**config.mk**
```make
export PLATFORM = sky130hd
export DESIGN_NAME = radix_digit_converter
export DESIGN_NICKNAME = d
export VERILOG_FILES = /design/src/rtl/rdc_pkg.sv /design/src/rtl/rdc_divider.sv /design/src/rtl/radix_digit_converter.sv
export SDC_FILE = /design/constraint.sdc
export NUM_CORES = 1
export LEC_CHECK = 0
export ABC_AREA = 1
export BUFFER_PORTS_ARGS = -buffer_cell sky130_fd_sc_hd__buf_4
export CAP_MARGIN = 20
export CORE_AREA = 3 3 142 144
export DETAILED_ROUTE_END_ITERATION = 8
export DIE_AREA = 0 0 145 147
export GPL_TIMING_DRIVEN = 0
export PLACE_DENSITY_LB_ADDON = 0.12
export SYNTH_ARGS = -nofsm -noshare
export SYNTH_HDL_FRONTEND = slang
export SYNTH_SLANG_ARGS = --single-unit
export TNS_END_PERCENT = 5
```
**constraint.sdc**
```tcl
create_clock -name clk -period 1.95 [get_ports clk]
set_input_delay 0.0975 -clock clk [delete_from_list [all_inputs] [get_ports clk]]
set_output_delay 0.0975 -clock clk [all_outputs]
set_load 0.01 [all_outputs]
```
**src/rtl/rdc_pkg.sv**
```systemverilog
// ----------------------------------------------------------------------------
// rdc_pkg
// Shared types, constants and helpers for the radix digit converter.
// ----------------------------------------------------------------------------
package rdc_pkg;

    localparam int VALUE_W = 32;
    localparam int RADIX_W = 5;
    localparam int QUO_W   = 31;   // magnitude bits of a non-negative value
    localparam int REM_W   = 4;    // one digit, base 16 at most
    localparam int CHAR_W  = 8;
    localparam int STAT_W  = 2;

    localparam logic [RADIX_W-1:0] MIN_RADIX = 5'd2;
    localparam logic [RADIX_W-1:0] MAX_RADIX = 5'd16;

    localparam logic [STAT_W-1:0] ST_OK        = 2'd0;
    localparam logic [STAT_W-1:0] ST_BAD_RADIX = 2'd1;
    localparam logic [STAT_W-1:0] ST_NEGATIVE  = 2'd2;

    localparam logic [CHAR_W-1:0] CHAR_ZERO = 8'h30;
    localparam logic [CHAR_W-1:0] CHAR_A    = 8'h41;
    localparam logic [REM_W-1:0]  DEC_LIMIT = 4'd10;

    typedef struct packed {
        logic busy;
        logic done;
    } div_stat_t;

    function automatic logic [CHAR_W-1:0] digit_to_ascii(input logic [REM_W-1:0] d);
        logic [CHAR_W-1:0] ch;
        if (d < DEC_LIMIT)
        begin
            ch = CHAR_ZERO + {{(CHAR_W-REM_W){1'b0}}, d};
        end
        else
        begin
            ch = CHAR_A + {{(CHAR_W-REM_W){1'b0}}, d - DEC_LIMIT};
        end
        return ch;
    endfunction

endpackage

```
**src/rtl/rdc_divider.sv**
```systemverilog
// ----------------------------------------------------------------------------
// rdc_divider
// Restoring bit-serial divider: 31-bit dividend by a base of 2..16, one
// quotient bit per cycle.
// ----------------------------------------------------------------------------
module rdc_divider (
    input  logic                      clk,
    input  logic                      rst_n,
    input  logic                      start,
    input  logic [rdc_pkg::QUO_W-1:0]   dividend,
    input  logic [rdc_pkg::RADIX_W-1:0] divisor,
    output logic [rdc_pkg::QUO_W-1:0]   quotient,
    output logic [rdc_pkg::REM_W-1:0]   remainder,
    output rdc_pkg::div_stat_t          stat
);
    import rdc_pkg::*;

    localparam int CNT_W = $clog2(QUO_W);
    localparam logic [CNT_W-1:0] CNT_LAST = CNT_W'(QUO_W - 1);

    logic [QUO_W-1:0]   quo_reg, quo_next;
    logic [REM_W-1:0]   rem_reg, rem_next;
    logic [CNT_W-1:0]   cnt_reg, cnt_next;
    logic               busy_reg, busy_next;
    logic               done_reg, done_next;
    logic [RADIX_W-1:0] trial;
    logic               fits;

    // shift in the next dividend bit and try one subtraction
    always_comb
    begin
        trial = {rem_reg, quo_reg[QUO_W-1]};
        fits  = (trial >= divisor);
        quo_next  = quo_reg;
        rem_next  = rem_reg;
        cnt_next  = cnt_reg;
        busy_next = busy_reg;
        done_next = 1'b0;
        if (start)
        begin
            quo_next  = dividend;
            rem_next  = '0;
            cnt_next  = '0;
            busy_next = 1'b1;
        end
        else if (busy_reg)
        begin
            quo_next = {quo_reg[QUO_W-2:0], fits};
            rem_next = fits ? REM_W'(trial - divisor) : trial[REM_W-1:0];
            cnt_next = cnt_reg + 1'b1;
            if (cnt_reg == CNT_LAST)
            begin
                busy_next = 1'b0;
                done_next = 1'b1;
            end
        end
    end

    always_ff @(posedge clk or negedge rst_n)
    begin
        if (!rst_n)
        begin
            busy_reg <= 1'b0;
            done_reg <= 1'b0;
            cnt_reg  <= '0;
        end
        else
        begin
            busy_reg <= busy_next;
            done_reg <= done_next;
            cnt_reg  <= cnt_next;
        end
    end

    always_ff @(posedge clk)
    begin
        quo_reg <= quo_next;
        rem_reg <= rem_next;
    end

    assign quotient  = quo_reg;
    assign remainder = rem_reg;
    assign stat.busy = busy_reg;
    assign stat.done = done_reg;

endmodule

```
**src/rtl/radix_digit_converter.sv**
```systemverilog
// ----------------------------------------------------------------------------
// radix_digit_converter
// Converts a non-negative 32-bit number to ASCII digits of base 2..16.
// ----------------------------------------------------------------------------
// Usage:
//   Input channel (in_valid / in_stall) carries one word: value and radix.
//   Output channel (out_valid / out_stall) carries one character per word,
//   most significant digit first, with last_digit on the final one.
//   A base outside 2..16 gives one word with status 1, a negative value one
//   word with status 2; both carry digit_char zero and last_digit set.
//   A zero value gives the single character '0'.
// Sequence:
//   Error and zero words appear in the cycle after acceptance. Otherwise each
//   digit takes one pass of the shared bit-serial divider (31 quotient bits
//   plus start and hand-back); once all digits are stored, each is read from
//   the digit store and then emitted. The block holds in_stall high until the
//   last character is in the output register. Value and base are latched at
//   acceptance, so the input ports are free to change while a conversion runs.
// Reset:
//   rst_n clears the sequencer and the output valid; the digit store is not
//   cleared, since every entry is written before it is read.
// Backpressure:
//   While out_stall is high the output word holds and the sequencer waits.
// ----------------------------------------------------------------------------
module radix_digit_converter #(
    parameter int DIGIT_STORE_DEPTH = 32
) (
    input  logic                              clk,
    input  logic                              rst_n,
    input  logic                              in_valid,
    output logic                              in_stall,
    input  logic signed [rdc_pkg::VALUE_W-1:0] value,
    input  logic [rdc_pkg::RADIX_W-1:0]        radix,
    output logic                              out_valid,
    input  logic                              out_stall,
    output logic [rdc_pkg::CHAR_W-1:0]         digit_char,
    output logic                              last_digit,
    output logic [rdc_pkg::STAT_W-1:0]         status
);
    import rdc_pkg::*;

    localparam int AW = $clog2(DIGIT_STORE_DEPTH);

    localparam logic [1:0] S_IDLE     = 2'd0;
    localparam logic [1:0] S_DIV      = 2'd1;
    localparam logic [1:0] S_EMIT_RD  = 2'd2;
    localparam logic [1:0] S_EMIT_OUT = 2'd3;

    logic [1:0]        state_reg, state_next;
    logic [AW-1:0]     ptr_reg, ptr_next;
    logic              start_reg, start_next;
    logic [QUO_W-1:0]  quo_reg, quo_next;
    logic [RADIX_W-1:0] radix_reg, radix_next;
    logic [REM_W-1:0]  rd_reg;

    logic              out_valid_reg, out_valid_next;
    logic [CHAR_W-1:0] char_reg, char_next;
    logic              last_reg, last_next;
    logic [STAT_W-1:0] stat_reg, stat_next;

    logic [REM_W-1:0]  store_mem [DIGIT_STORE_DEPTH];
    logic              store_we;

    logic [QUO_W-1:0]  div_quo;
    logic [REM_W-1:0]  div_rem;
    div_stat_t         div_stat;

    logic              slot_free;
    logic              in_accept;
    logic              radix_ok;

    rdc_divider u_div (
        .clk       (clk),
        .rst_n     (rst_n),
        .start     (start_reg),
        .dividend  (quo_reg),
        .divisor   (radix_reg),
        .quotient  (div_quo),
        .remainder (div_rem),
        .stat      (div_stat)
    );

    // output register frees when empty or being taken this cycle
    assign slot_free = !out_valid_reg || !out_stall;
    assign in_stall  = (state_reg != S_IDLE) || !slot_free;
    assign in_accept = in_valid && !in_stall;
    assign store_we  = (state_reg == S_DIV) && div_stat.done;

    always_comb
    begin
        radix_ok = radix inside {[MIN_RADIX:MAX_RADIX]};
    end

    // sequencer: answer error and zero words directly, else divide until the
    // quotient runs out, then emit digits from the top of the store down
    always_comb
    begin
        state_next     = state_reg;
        ptr_next       = ptr_reg;
        start_next     = 1'b0;
        quo_next       = quo_reg;
        radix_next     = radix_reg;
        out_valid_next = out_valid_reg && out_stall;
        char_next      = char_reg;
        last_next      = last_reg;
        stat_next      = stat_reg;
        case (state_reg)
            S_IDLE:
            begin
                if (in_accept)
                begin
                    out_valid_next = 1'b1;
                    last_next      = 1'b1;
                    char_next      = '0;
                    if (!radix_ok)
                    begin
                        stat_next = ST_BAD_RADIX;
                    end
                    else if (value[VALUE_W-1])
                    begin
                        stat_next = ST_NEGATIVE;
                    end
                    else if (value == '0)
                    begin
                        stat_next = ST_OK;
                        char_next = CHAR_ZERO;
                    end
                    else
                    begin
                        // no word yet: hold the base and start dividing
                        out_valid_next = 1'b0;
                        quo_next       = value[QUO_W-1:0];
                        radix_next     = radix;
                        ptr_next       = '0;
                        start_next     = 1'b1;
                        state_next     = S_DIV;
                    end
                end
            end
            S_DIV:
            begin
                if (div_stat.done)
                begin
                    quo_next = div_quo;
                    if (div_quo == '0)
                    begin
                        state_next = S_EMIT_RD;
                    end
                    else
                    begin
                        // at most 31 digits, so the pointer stays inside the store
                        ptr_next   = ptr_reg + 1'b1;
                        start_next = 1'b1;
                    end
                end
            end
            S_EMIT_RD:
            begin
                state_next = S_EMIT_OUT;
            end
            S_EMIT_OUT:
            begin
                if (slot_free)
                begin
                    out_valid_next = 1'b1;
                    char_next      = digit_to_ascii(rd_reg);
                    stat_next      = ST_OK;
                    last_next      = (ptr_reg == '0);
                    if (ptr_reg == '0)
                    begin
                        state_next = S_IDLE;
                    end
                    else
                    begin
                        ptr_next   = ptr_reg - 1'b1;
                        state_next = S_EMIT_RD;
                    end
                end
            end
            default:
            begin
                state_next = S_IDLE;
            end
        endcase
    end

    always_ff @(posedge clk or negedge rst_n)
    begin
        if (!rst_n)
        begin
            state_reg     <= S_IDLE;
            ptr_reg       <= '0;
            start_reg     <= 1'b0;
            quo_reg       <= '0;
            radix_reg     <= '0;
            out_valid_reg <= 1'b0;
        end
        else
        begin
            state_reg     <= state_next;
            ptr_reg       <= ptr_next;
            start_reg     <= start_next;
            quo_reg       <= quo_next;
            radix_reg     <= radix_next;
            out_valid_reg <= out_valid_next;
        end
    end

    always_ff @(posedge clk)
    begin
        char_reg <= char_next;
        last_reg <= last_next;
        stat_reg <= stat_next;
    end

    // digit store: write one remainder per division, read one per emitted word
    always_ff @(posedge clk)
    begin
        if (store_we)
        begin
            store_mem[ptr_reg] <= div_rem;
        end
        rd_reg <= store_mem[ptr_reg];
    end

    assign out_valid  = out_valid_reg;
    assign digit_char = char_reg;
    assign last_digit = last_reg;
    assign status     = stat_reg;

    // the divider runs only while the sequencer waits on it
    a_div_busy_in_div: assert property (@(posedge clk) disable iff (!rst_n)
        div_stat.busy |-> (state_reg == S_DIV))
        else $error("divider busy outside division phase");

    // an error word is a lone, blank final word
    a_err_word: assert property (@(posedge clk) disable iff (!rst_n)
        (out_valid && (status != ST_OK)) |-> (last_digit && (digit_char == '0)))
        else $error("error word without last flag or with a character");

    // a division pass finishes only when a start began it
    a_div_done_after_start: assert property (@(posedge clk) disable iff (!rst_n)
        div_stat.done |-> $past(start_reg, QUO_W + 1))
        else $error("divider done without matching start");

    // the final digit leaves the sequencer idle
    a_last_to_idle: assert property (@(posedge clk) disable iff (!rst_n)
        ((state_reg == S_EMIT_OUT) && slot_free && (ptr_reg == '0))
            |=> (state_reg == S_IDLE) && out_valid && last_digit)
        else $error("last digit did not close the conversion");

endmodule

```
==> results of run 1 <==
## synth_stat cells, types with 2 or more instances
| cell | number |
|---|---|
| a21o_1 | 3 |
| a21oi_1 | 10 |
| a21oi_2 | 3 |
| a22oi_1 | 64 |
| a31oi_1 | 2 |
| buf_2 | 17 |
| buf_4 | 2 |
| buf_6 | 4 |
| buf_8 | 3 |
| clkbuf_1 | 8 |
| dfrtp_1 | 52 |
| dfxtp_1 | 8 |
| edfxtp_1 | 169 |
| fa_1 | 2 |
| ha_1 | 17 |
| inv_1 | 67 |
| mux2i_1 | 31 |
| nand2_1 | 263 |
| nand2_2 | 3 |
| nand3_1 | 26 |
| nand4_1 | 9 |
| nor2_1 | 99 |
| nor2_2 | 4 |
| nor3_1 | 10 |
| o211ai_1 | 2 |
| o21ai_0 | 25 |
| o21ai_2 | 30 |
| or2_2 | 2 |
| xor2_1 | 4 |
## worst max path at each step
stage	start	to
floorplan	u_div.remainder[2]	u_div.quotient[0]
finish	ptr_reg[2]	store_mem[20][0]
CTS	ptr_reg[2]	store_mem[13][3]
global placement	u_div.remainder[2]	u_div.quotient[0]
global route	ptr_reg[4]	store_mem[17][2]
detailed placement	u_div.remainder[1]	u_div.quotient[0]
## worst register-to-register path, stage by stage, from the launching register on
cell,delay [ps]
dfrtp_1,570
inv_1,220
nor3_2,380
inv_1,280
nor2_4,220
## final cells by class
type / count / area, sq um
Tap cell: 260 / 325
Clock buffer: 32 / 672
Clock inverter: 12 / 111
Fill cell: 1412 / 6040
Multi-Input combinational cell: 621 / 3750
Sequential cell: 229 / 6550
Timing Repair Buffer: 97 / 887
Inverter: 67 / 256
Buffer: 34 / 230
## where the power goes
| part | internal [W] | switching, W | total, W |
|---|---|---|---|
| Clock | 0.00268 | 0.00182 | 0.00451 |
| Combinational | 0.00252 | 0.00419 | 0.00671 |
| Sequential | 0.00693 | 0.000906 | 0.00784 |
| Total | 0.0121 | 0.00692 | 0.0191 |
## logic make-up (layout without fill, tap and decap cells)
logic type               after synthesis  in the layout
multiplexers                          31             31
adder cells (fa/ha/maj)               19             19
XOR/XNOR                               5              5
buffers and inverters                101            242
AO/OA/AOI/OAI                        142            142
AND/OR/NAND/NOR                      423            423
flip-flops                           229            229
other                                  1              1
## repair_timing
| action | 4_1_cts | 5_1_grt |
|---|---|---|
| pin swaps | 1 | 7 |
| gates resized for setup | 86 | 24 |
| endpoints found under the hold margin | 90 | 0 |
| buffers inserted | 2 | 0 |
| hold buffers | 40 | 0 |
| endpoints found under the setup margin | 183 | 210 |
## per-layer routing
metal	part of all wire	vias to the layer above	GRT usage
met5	0	-	0
met4	0.018	0	0.0570
met3	0.072	40	0.0413
met2	0.46	241	0.371
met1	0.45	3583	0.341
li1	-	3536	-
## stage by stage
| stage | setup slack (ps) | cells | util | hold WS [ps] | area [sq um] |
|---|---|---|---|---|---|
| detailed placement | -473 | 1266 | 0.592 | 197 | 11200 |
| CTS | -113 | 1352 | 0.674 | 208 | 12700 |
| finish | -20.7 | 1352 | 0.679 | 189 | 12800 |
| global placement | -682 | 1263 | 0.589 | 197 | 11100 |
| global route | -140 | 1352 | 0.679 | 239 | 12800 |
| floorplan | -33.1 | 951 | - | -198 | 10400 |
==> results.py, run 1 <==
metrics = {
    "run_status": {
        "status": "complete, but fails checks",
        "violations": "setup timing",
    },
    "setup_path": {
        "worstSetupPathDepth": 4,
        "r2r_cells": 4,
        "r2r-end": "store_mem[20][0]",
        "end_kind": "register",
        "slowest_delay_ps": 570,
        "crit_fanout": 7,
        "crit_chain": "inv_1, nor3_2, inv_1, nor2_4",
        "r2r-start": "ptr_reg[2]",
        "crit_buf_inv": 2,
        "crit_type": "reg2reg",
        "r2r_slack_ps": -20,
        "startpoint_type": "register",
        "cp_top_family": "simple AND/OR/NAND/NOR gates",
        "crit_slowest_cell": "dfrtp_1",
        "crit_arrival_ps": 2180,
        "cpMostUsedCell": "inv_1",
        "worstPathRequired_ps": 2160,
    },
    "global_route": {
        "grt_pass1_wl_mm": 39.5,
        "grt_overflow": 0,
        "track_usage": 0.234,
        "grt_pass1_vias": 7275,
        "grt_max_degree": 53,
        "grt_antenna_before_repair": 0,
    },
    "synthesis": {
        "synth_compound_gate_area_share": 0.0979,
        "ys_types": 41,
        "yosys.area_share.adder": 0.0244,
        "synth_area_leaders": "edfxtp_1, dfrtp_1, nand2_1, a22oi_1, nor2_1",
        "synth.area.mux_share": 0.0299,
        "syn_inst": 951,
        "synth_top_family_by_area": "simple AND/OR/NAND/NOR gates",
        "ys_seq_area_frac": 0.631,
        "synth_edf_count": 169,
        "yosysWarnings": 0,
        "synthArstFlopShare": 0.227,
        "synthFlopType": "edfxtp_1",
        "syn-cell-area_sq_um": 10400,
        "synth-seq-cells": 229,
        "yosysTopAreaCell": "edfxtp_1",
        "synth-simple-area-share": 0.167,
        "avgSynthCellArea_sq_um": 10.9,
        "syn_nets": 1011,
        "yosysTopAreaCellShare": 0.490,
        "synth_xor_area_frac": 0.00423,
    },
    "floorplan": {
        "num_rows": 50,
        "chipWidth_microns": 145,
        "ioPinCount": 54,
        "start_util": 0.550,
        "die_h_microns": 147,
        "core-area_sq_um": 18800,
        "die-area_sq_um": 21300,
    },
    "timing": {
        "max_slew_margin": 0.512,
        "fmaxAchievable_ghz": 0.507,
        "post-route-period-util": 1.01,
        "tns_ps": -152,
        "fin_crit_ps": 1970,
        "worstMarginPinSlew_ps": 731,
        "hold_viol_final": 0,
        "grt_setup_unrepaired": "yes",
        "setup_viol": 12,
        "finalMaxSlewViolations": 0,
        "fin_skew_ps": 12.7,
        "fin_ws_ps": -20.7,
    },
    "cells_and_area": {
        "layout.nets": 1134,
        "area_delta_synth_final_pct": 23.4,
        "final_cell_mix": "nand2_1, edfxtp_1, nor2_1, inv_1, a22oi_1",
        "drive_above_1_share": 0.208,
        "largest_reg_flops": 128,
        "antenna_cells": 0,
        "layout_commonest_cell": "nand2_1",
    },
    "min_path": {
        "hold_class": "in2async",
    },
    "routing": {
        "vias": 7400,
        "ant_nets": 0,
        "drc_errors": 0,
        "drt_wl_total_mm": 25.0,
        "drt-initial-drc-count": 742,
        "first_pass_iters": 5,
        "avgRoutedWirePerCell_microns": 18.5,
        "routed_via_density": 5.47,
    },
    "cts": {
        "htreeDepth": 1,
        "cts_sinks": 229,
        "cts_tree": "built",
        "cts_made_buffers": 24,
        "clock-root-buffer": "clkbuf_16",
        "path_clk_slew_ps": 60,
        "clkLatencyLatePin_ps": 510,
        "clk_path_buf_depth": 3,
    },
    "run": {
        "maxCapViolations": 0,
    },
    "placement": {
        "gp_congestion": 0.820,
        "dp_hpwl_mm": 16.3,
        "io_buffers": 52,
    },
    "power": {
        "total_power_w": 0.0191,
        "ir_worst_vdd_mv": 0.795,
        "power_leakage_nw": 5.12,
        "power_density_nw_per_um2": 1490,
    },
}
Note: power is estimated with default switching activity, not from simulation.
==> run 2, diff against run 1 <==
--- a/config.mk
+++ b/config.mk
@@ -10,5 +10,5 @@
 export CAP_MARGIN = 20
-export CORE_AREA = 3 3 142 144
+export CORE_AREA = 3 3 148 150
 export DETAILED_ROUTE_END_ITERATION = 8
-export DIE_AREA = 0 0 145 147
+export DIE_AREA = 0 0 151 153
 export GPL_TIMING_DRIVEN = 0
==> constraint.sdc (replaced) <==
create_clock -name clk -period 2.4 [get_ports clk]
set_input_delay 0.36 -clock clk [delete_from_list [all_inputs] [get_ports clk]]
set_output_delay 0.36 -clock clk [all_outputs]
set_load 0.01 [all_outputs]
==> run 2 against run 1 <==
Compared with the run above:
- the flow now finishes without violations
- combinational power down 25%
- non-clock buffer count down 41
- die area up 8.4%
- hold slack worse by 73 ps
- largest cell class unchanged
==> results.py, run 2 (synthesis results as in run 1) <==
metrics = {
    "run_status": {
        "status": "complete, no violations",
    },
    "cts": {
        "cts_tree": "built",
        "cts_made_buffers": 25,
        "htreeDepth": 1,
        "path_clk_slew_ps": 60,
        "clk_path_buf_depth": 3,
        "clock-root-buffer": "clkbuf_16",
        "cts_sinks": 229,
        "clkLatencyLatePin_ps": 520,
    },
    "power": {
        "ir_worst_vdd_mv": 0.679,
        "power_density_nw_per_um2": 1250,
        "power_leakage_nw": 4.92,
        "total_power_w": 0.0151,
    },
    "cells_and_area": {
        "utilization": 0.577,
        "final_cell_mix": "nand2_1, edfxtp_1, nor2_1, inv_1, a22oi_1",
        "layout.nets": 1094,
        "area_delta_synth_final_pct": 16.0,
        "antenna_cells": 0,
        "drive_above_1_share": 0.171,
        "layout_commonest_cell": "nand2_1",
        "largest_reg_flops": 128,
    },
    "floorplan": {
        "ioPinCount": 54,
        "die-area_sq_um": 23100,
        "start_util": 0.498,
        "num_rows": 53,
        "core-area_sq_um": 20800,
        "chipWidth_microns": 151,
        "die_h_microns": 153,
    },
    "setup_path": {
        "crit_arrival_ps": 2520,
        "startpoint_type": "register",
        "worstPathRequired_ps": 2570,
        "end_kind": "register",
        "crit_fanout": 10,
        "crit_type": "reg2reg",
    },
    "placement": {
        "io_buffers": 52,
        "gp_congestion": 0.822,
        "dp_hpwl_mm": 16.0,
    },
    "routing": {
        "avgRoutedWirePerCell_microns": 17.8,
        "ant_nets": 0,
        "drc_errors": 0,
        "first_pass_iters": 5,
        "drt_wl_total_mm": 23.7,
        "vias": 7065,
        "routed_via_density": 5.32,
        "drt-initial-drc-count": 482,
    },
    "timing": {
        "max_slew_margin": 0.464,
        "fmaxAchievable_ghz": 0.426,
        "finalMaxSlewViolations": 0,
        "fin_skew_ps": 10.4,
        "setup_viol": 0,
        "hold_viol_final": 0,
        "worstMarginPinSlew_ps": 797,
        "grt_setup_unrepaired": "yes",
        "fin_crit_ps": 2350,
        "post-route-period-util": 0.979,
    },
    "global_route": {
        "grt_pass1_wl_mm": 37.8,
        "grt_overflow": 0,
        "grt_pass1_vias": 6997,
        "track_usage": 0.208,
        "grt_antenna_before_repair": 0,
        "grt_max_degree": 53,
    },
    "run": {
        "maxCapViolations": 0,
    },
    "min_path": {
        "hold_class": "in2reg",
    },
}
run 2: changes by cell type in the layout (fill, tap and decap cells not counted), sizes merged:
| cell | previous run | this run |
|---|---|---|
| clkbuf | 40 | 51 |
| dlygate4sd3 | 40 | 1 |
| clkinv | 10 | 2 |
| inv | 66 | 68 |
| buf | 83 | 81 |
| bufinv | 2 | 0 |
| clkinvlp | 1 | 0 |
run 2: critical path: stages (launching register included):
cell and delay (ps):
dfrtp_1 460, inv_1 120, nor2_2 270, buf_2 350
nand2_1 360, nor2_1 440
run 2: worst paths after layout:
kind	startpoint	endpoint	slack (ps)	cells after the start
setup reg to reg	ptr_reg[1]	store_mem[10][0]	50	5
hold / removal	radix[2]	radix_reg[2]	120	3
setup / recovery	ptr_reg[1]	store_mem[10][0]	50	5
hold reg to reg	quo_reg[18]	quo_reg[18]	480	2
max in group asynchronous	rst_n	quo_reg[5]	1440	2
min in group asynchronous	rst_n	out_valid	430	2
run 2: stage by stage:
stage	cells	hold WS (ps)	TNS (ps)	instance area (sq um)	setup WS (ps)
6_report	1328	116	0	12000	50.5
5_1_grt	1328	152	-6240	12000	-108
4_1_cts	1328	103	0	12000	38.2
3_5_place_dp	1281	468	-2070	11200	-449
3_3_place_gp	1278	462	-1880	11100	-393
2_1_floorplan	951	64.4	0	10400	275
run 2: cell type report:
cell class / count / area, sq um
Buffer: 34 / 220
Clock buffer: 43 / 763
Clock inverter: 3 / 17.5
Fill cell: 1813 / 8800
Inverter: 67 / 251
Multi-Input combinational cell: 621 / 3400
Sequential cell: 229 / 6550
Tap cell: 275 / 344
Timing Repair Buffer: 56 / 483
run 2: what timing repair did:
item / 4_1_cts / 5_1_grt
buffers inserted: 0 / 0
resized for setup: 4 / 16
hold endpoints to repair: 52 / 0
setup endpoints to repair: 13 / 116
pin swaps: 0 / 0
hold buffers: 1 / 0
run 2: layer usage:
layer / vias to the layer above / wire length, microns / track usage
li1: 3447 / - / -
met1: 3405 / 11000 / 0.308
met2: 185 / 10900 / 0.322
met3: 28 / 1430 / 0.0353
met4: 0 / 359 / 0.0531
met5: - / 0 / 0
run 2: report_power, final:
part / switching [W] / leakage [nW] / internal, W
registers: 0.000771 / 2.30 / 0.00562
logic: 0.00311 / 2.25 / 0.00192
clock network: 0.00150 / 0.381 / 0.00214
total: 0.00538 / 4.92 / 0.00969
==> run 3, diff against run 2 <==
- CORE_AREA: 3 3 148 150 -> 2 2 147 149
- CTS_CLUSTER_SIZE: unset -> 25
- DIE_AREA: 0 0 151 153 -> 0 0 149 151
- PLACE_DENSITY: unset -> 0.79
- PLACE_DENSITY_LB_ADDON: 0.12 -> unset
==> run 3 against run 2 <==
Compared with the run above:
- critical path depth up 2
- setup slack worse by 11 ps
- clock power rose by 1%
- maximum frequency shrank 0.45%
- final area is 0.65% lower
- global-route usage grew 0.37 points
- die area shrank 2.6%
- via count rose by 3.4%
- power about the same
- register-to-register slack hardly changed
==> results.py, run 3 (synthesis results as in run 1) <==
metrics = {
    "setup_path": {
        "cp_top_family": "simple AND/OR/NAND/NOR gates",
        "end_kind": "register",
        "crit_fanout": 10,
        "r2r_cells": 7,
        "crit_type": "reg2reg",
        "worstPathRequired_ps": 2550,
        "crit_chain": "inv_1, ha_1, buf_2, nand2_1, inv_1, nand2_1, nor2_1",
        "slowest_delay_ps": 490,
        "r2r-start": "state_reg[1]",
        "r2r-end": "store_mem[0][3]",
        "crit_slowest_cell": "nor2_1",
        "crit_arrival_ps": 2510,
        "r2r_slack_ps": 40,
        "startpoint_type": "register",
        "crit_buf_inv": 3,
    },
    "global_route": {
        "top_usage_layer": "met2",
        "grt_pass1_vias": 7173,
        "grt_pass1_wl_mm": 37.1,
        "grt_max_degree": 53,
        "grt_use_met3": 0.0262,
        "use_met2": 0.370,
        "grt_overflow": 0,
        "track_usage": 0.212,
        "gr-usage-met1": 0.277,
        "grt_antenna_before_repair": 0,
    },
    "cells_and_area": {
        "area_delta_synth_final_pct": 15.2,
        "final_cell_mix": "nand2_1, edfxtp_1, nor2_1, inv_1, a22oi_1",
        "layout.nets": 1091,
        "largest_reg_flops": 128,
        "fillers": 1677,
        "layout_commonest_cell": "nand2_1",
        "antenna_cells": 0,
        "drive_above_1_share": 0.164,
    },
    "min_path": {
        "hold_class": "in2reg",
        "hold-path-cell-count": 3,
        "min_to": "radix_reg[0]",
        "min-delay-start": "radix[0]",
    },
    "timing": {
        "tns_ps": 0,
        "post-route-period-util": 0.983,
        "setup_viol": 0,
        "finalMaxSlewViolations": 0,
        "hold_viol_final": 0,
        "fin_skew_ps": 13.4,
        "fmaxAchievable_ghz": 0.424,
        "grt_setup_unrepaired": "yes",
        "max_slew_margin": 0.491,
        "holdWs_ps": 113,
        "worstMarginPinSlew_ps": 762,
        "fin_crit_ps": 2360,
    },
    "cts": {
        "path_clk_slew_ps": 60,
        "clkLatencyLatePin_ps": 510,
        "clock-root-buffer": "clkbuf_16",
        "clk_path_buf_depth": 3,
        "postCtsSetupRepairBufs": 0,
        "cts_made_buffers": 24,
        "cts_tree": "built",
        "htreeDepth": 1,
        "cts_sinks": 229,
    },
    "routing": {
        "drt_wl_total_mm": 23.8,
        "ant_nets": 0,
        "drc_errors": 0,
        "routed_via_density": 5.52,
        "drt-initial-drc-count": 705,
        "first_pass_iters": 5,
        "avgRoutedWirePerCell_microns": 18.0,
        "vias": 7307,
    },
    "power": {
        "power_density_nw_per_um2": 1260,
        "power_leakage_nw": 4.90,
        "ir_worst_vdd_mv": 0.742,
    },
    "floorplan": {
        "chipWidth_microns": 149,
        "die_h_microns": 151,
        "start_util": 0.498,
        "ioPinCount": 54,
        "die-area_sq_um": 22500,
        "core-area_sq_um": 20800,
        "num_rows": 53,
    },
    "run_status": {
        "status": "complete, no violations",
    },
    "placement": {
        "io_buffers": 52,
        "gp_congestion": 0.892,
        "dp_hpwl_mm": 15.6,
    },
    "run": {
        "maxCapViolations": 0,
    },
}
-- run 3: changes by cell type in the layout (fill, tap and decap cells not counted), sizes merged --
cell      previous run  this run
buf                 81        79
bufinv               0         2
clkbuf              51        34
clkinv               2        11
clkinvlp             0         4
-- run 3: worst reg2reg max path, stage by stage, from the launching register on --
cell     delay (ps)
dfrtp_1         420
inv_1           140
ha_1            150
buf_2           250
nand2_1         140
inv_1           130
nand2_1         270
nor2_1          490
-- run 3: how the worst max path moves through the flow --
stage / from / end / cells past startpoint
6_report: state_reg[1] / store_mem[0][3] / 7
4_1_cts: state_reg[1] / store_mem[14][0] / 7
3_5_place_dp: u_div.remainder[1] / u_div.quotient[0] / 6
5_1_grt: state_reg[1] / store_mem[6][2] / 7
3_3_place_gp: u_div.remainder[1] / u_div.quotient[0] / 6
2_1_floorplan: u_div.remainder[1] / u_div.quotient[0] / 6
-- run 3: layout make-up --
cell class / count / area (sq um) / area share
clock inverter: 18 / 148 / 0.0124
timing repair buffer: 54 / 428 / 0.0358
buffer: 34 / 220 / 0.0184
inverter: 67 / 251 / 0.0211
sequential: 229 / 6550 / 0.548
multi-input combinational: 621 / 3370 / 0.282
tap: 275 / 344 / 0.0288
clock buffer: 26 / 639 / 0.0535
-- run 3: per-stage QoR --
step | std cells | total power [W] | setup slack, ps | cell area [sq um] | util
2_1_floorplan | 951 | 0.00978 | 275 | 10400 | -
3_3_place_gp | 1278 | 0.0111 | -249 | 11100 | 0.533
3_5_place_dp | 1279 | 0.0113 | -416 | 11100 | 0.534
4_1_cts | 1324 | 0.0151 | 30.3 | 11900 | 0.573
5_1_grt | 1324 | 0.0159 | -91.7 | 11900 | 0.574
6_report | 1324 | 0.0151 | 39.8 | 11900 | 0.574
-- run 3: routing by layer --
metal / wire length, microns / up-vias / part of all wire
met2: 12100 / 278 / 0.51
li1: - / 3449 / -
met1: 9820 / 3524 / 0.41
met4: 592 / 0 / 0.025
met3: 1330 / 56 / 0.056
met5: 0 / - / 0
-- run 3: what timing repair did --
action                     4_1_cts  5_1_grt
setup endpoints to repair       13       95
gates resized for setup          6        3
cloned                           0        0
hold endpoints to repair        52        0
hold buffers                     1        0
-- run 3: where the power goes --
part / internal, W / leakage [nW] / total (W) / switching (W)
Combinational: 0.00184 / 2.22 / 0.00488 / 0.00304
Clock: 0.00214 / 0.380 / 0.00369 / 0.00154
Sequential: 0.00563 / 2.30 / 0.00651 / 0.000881
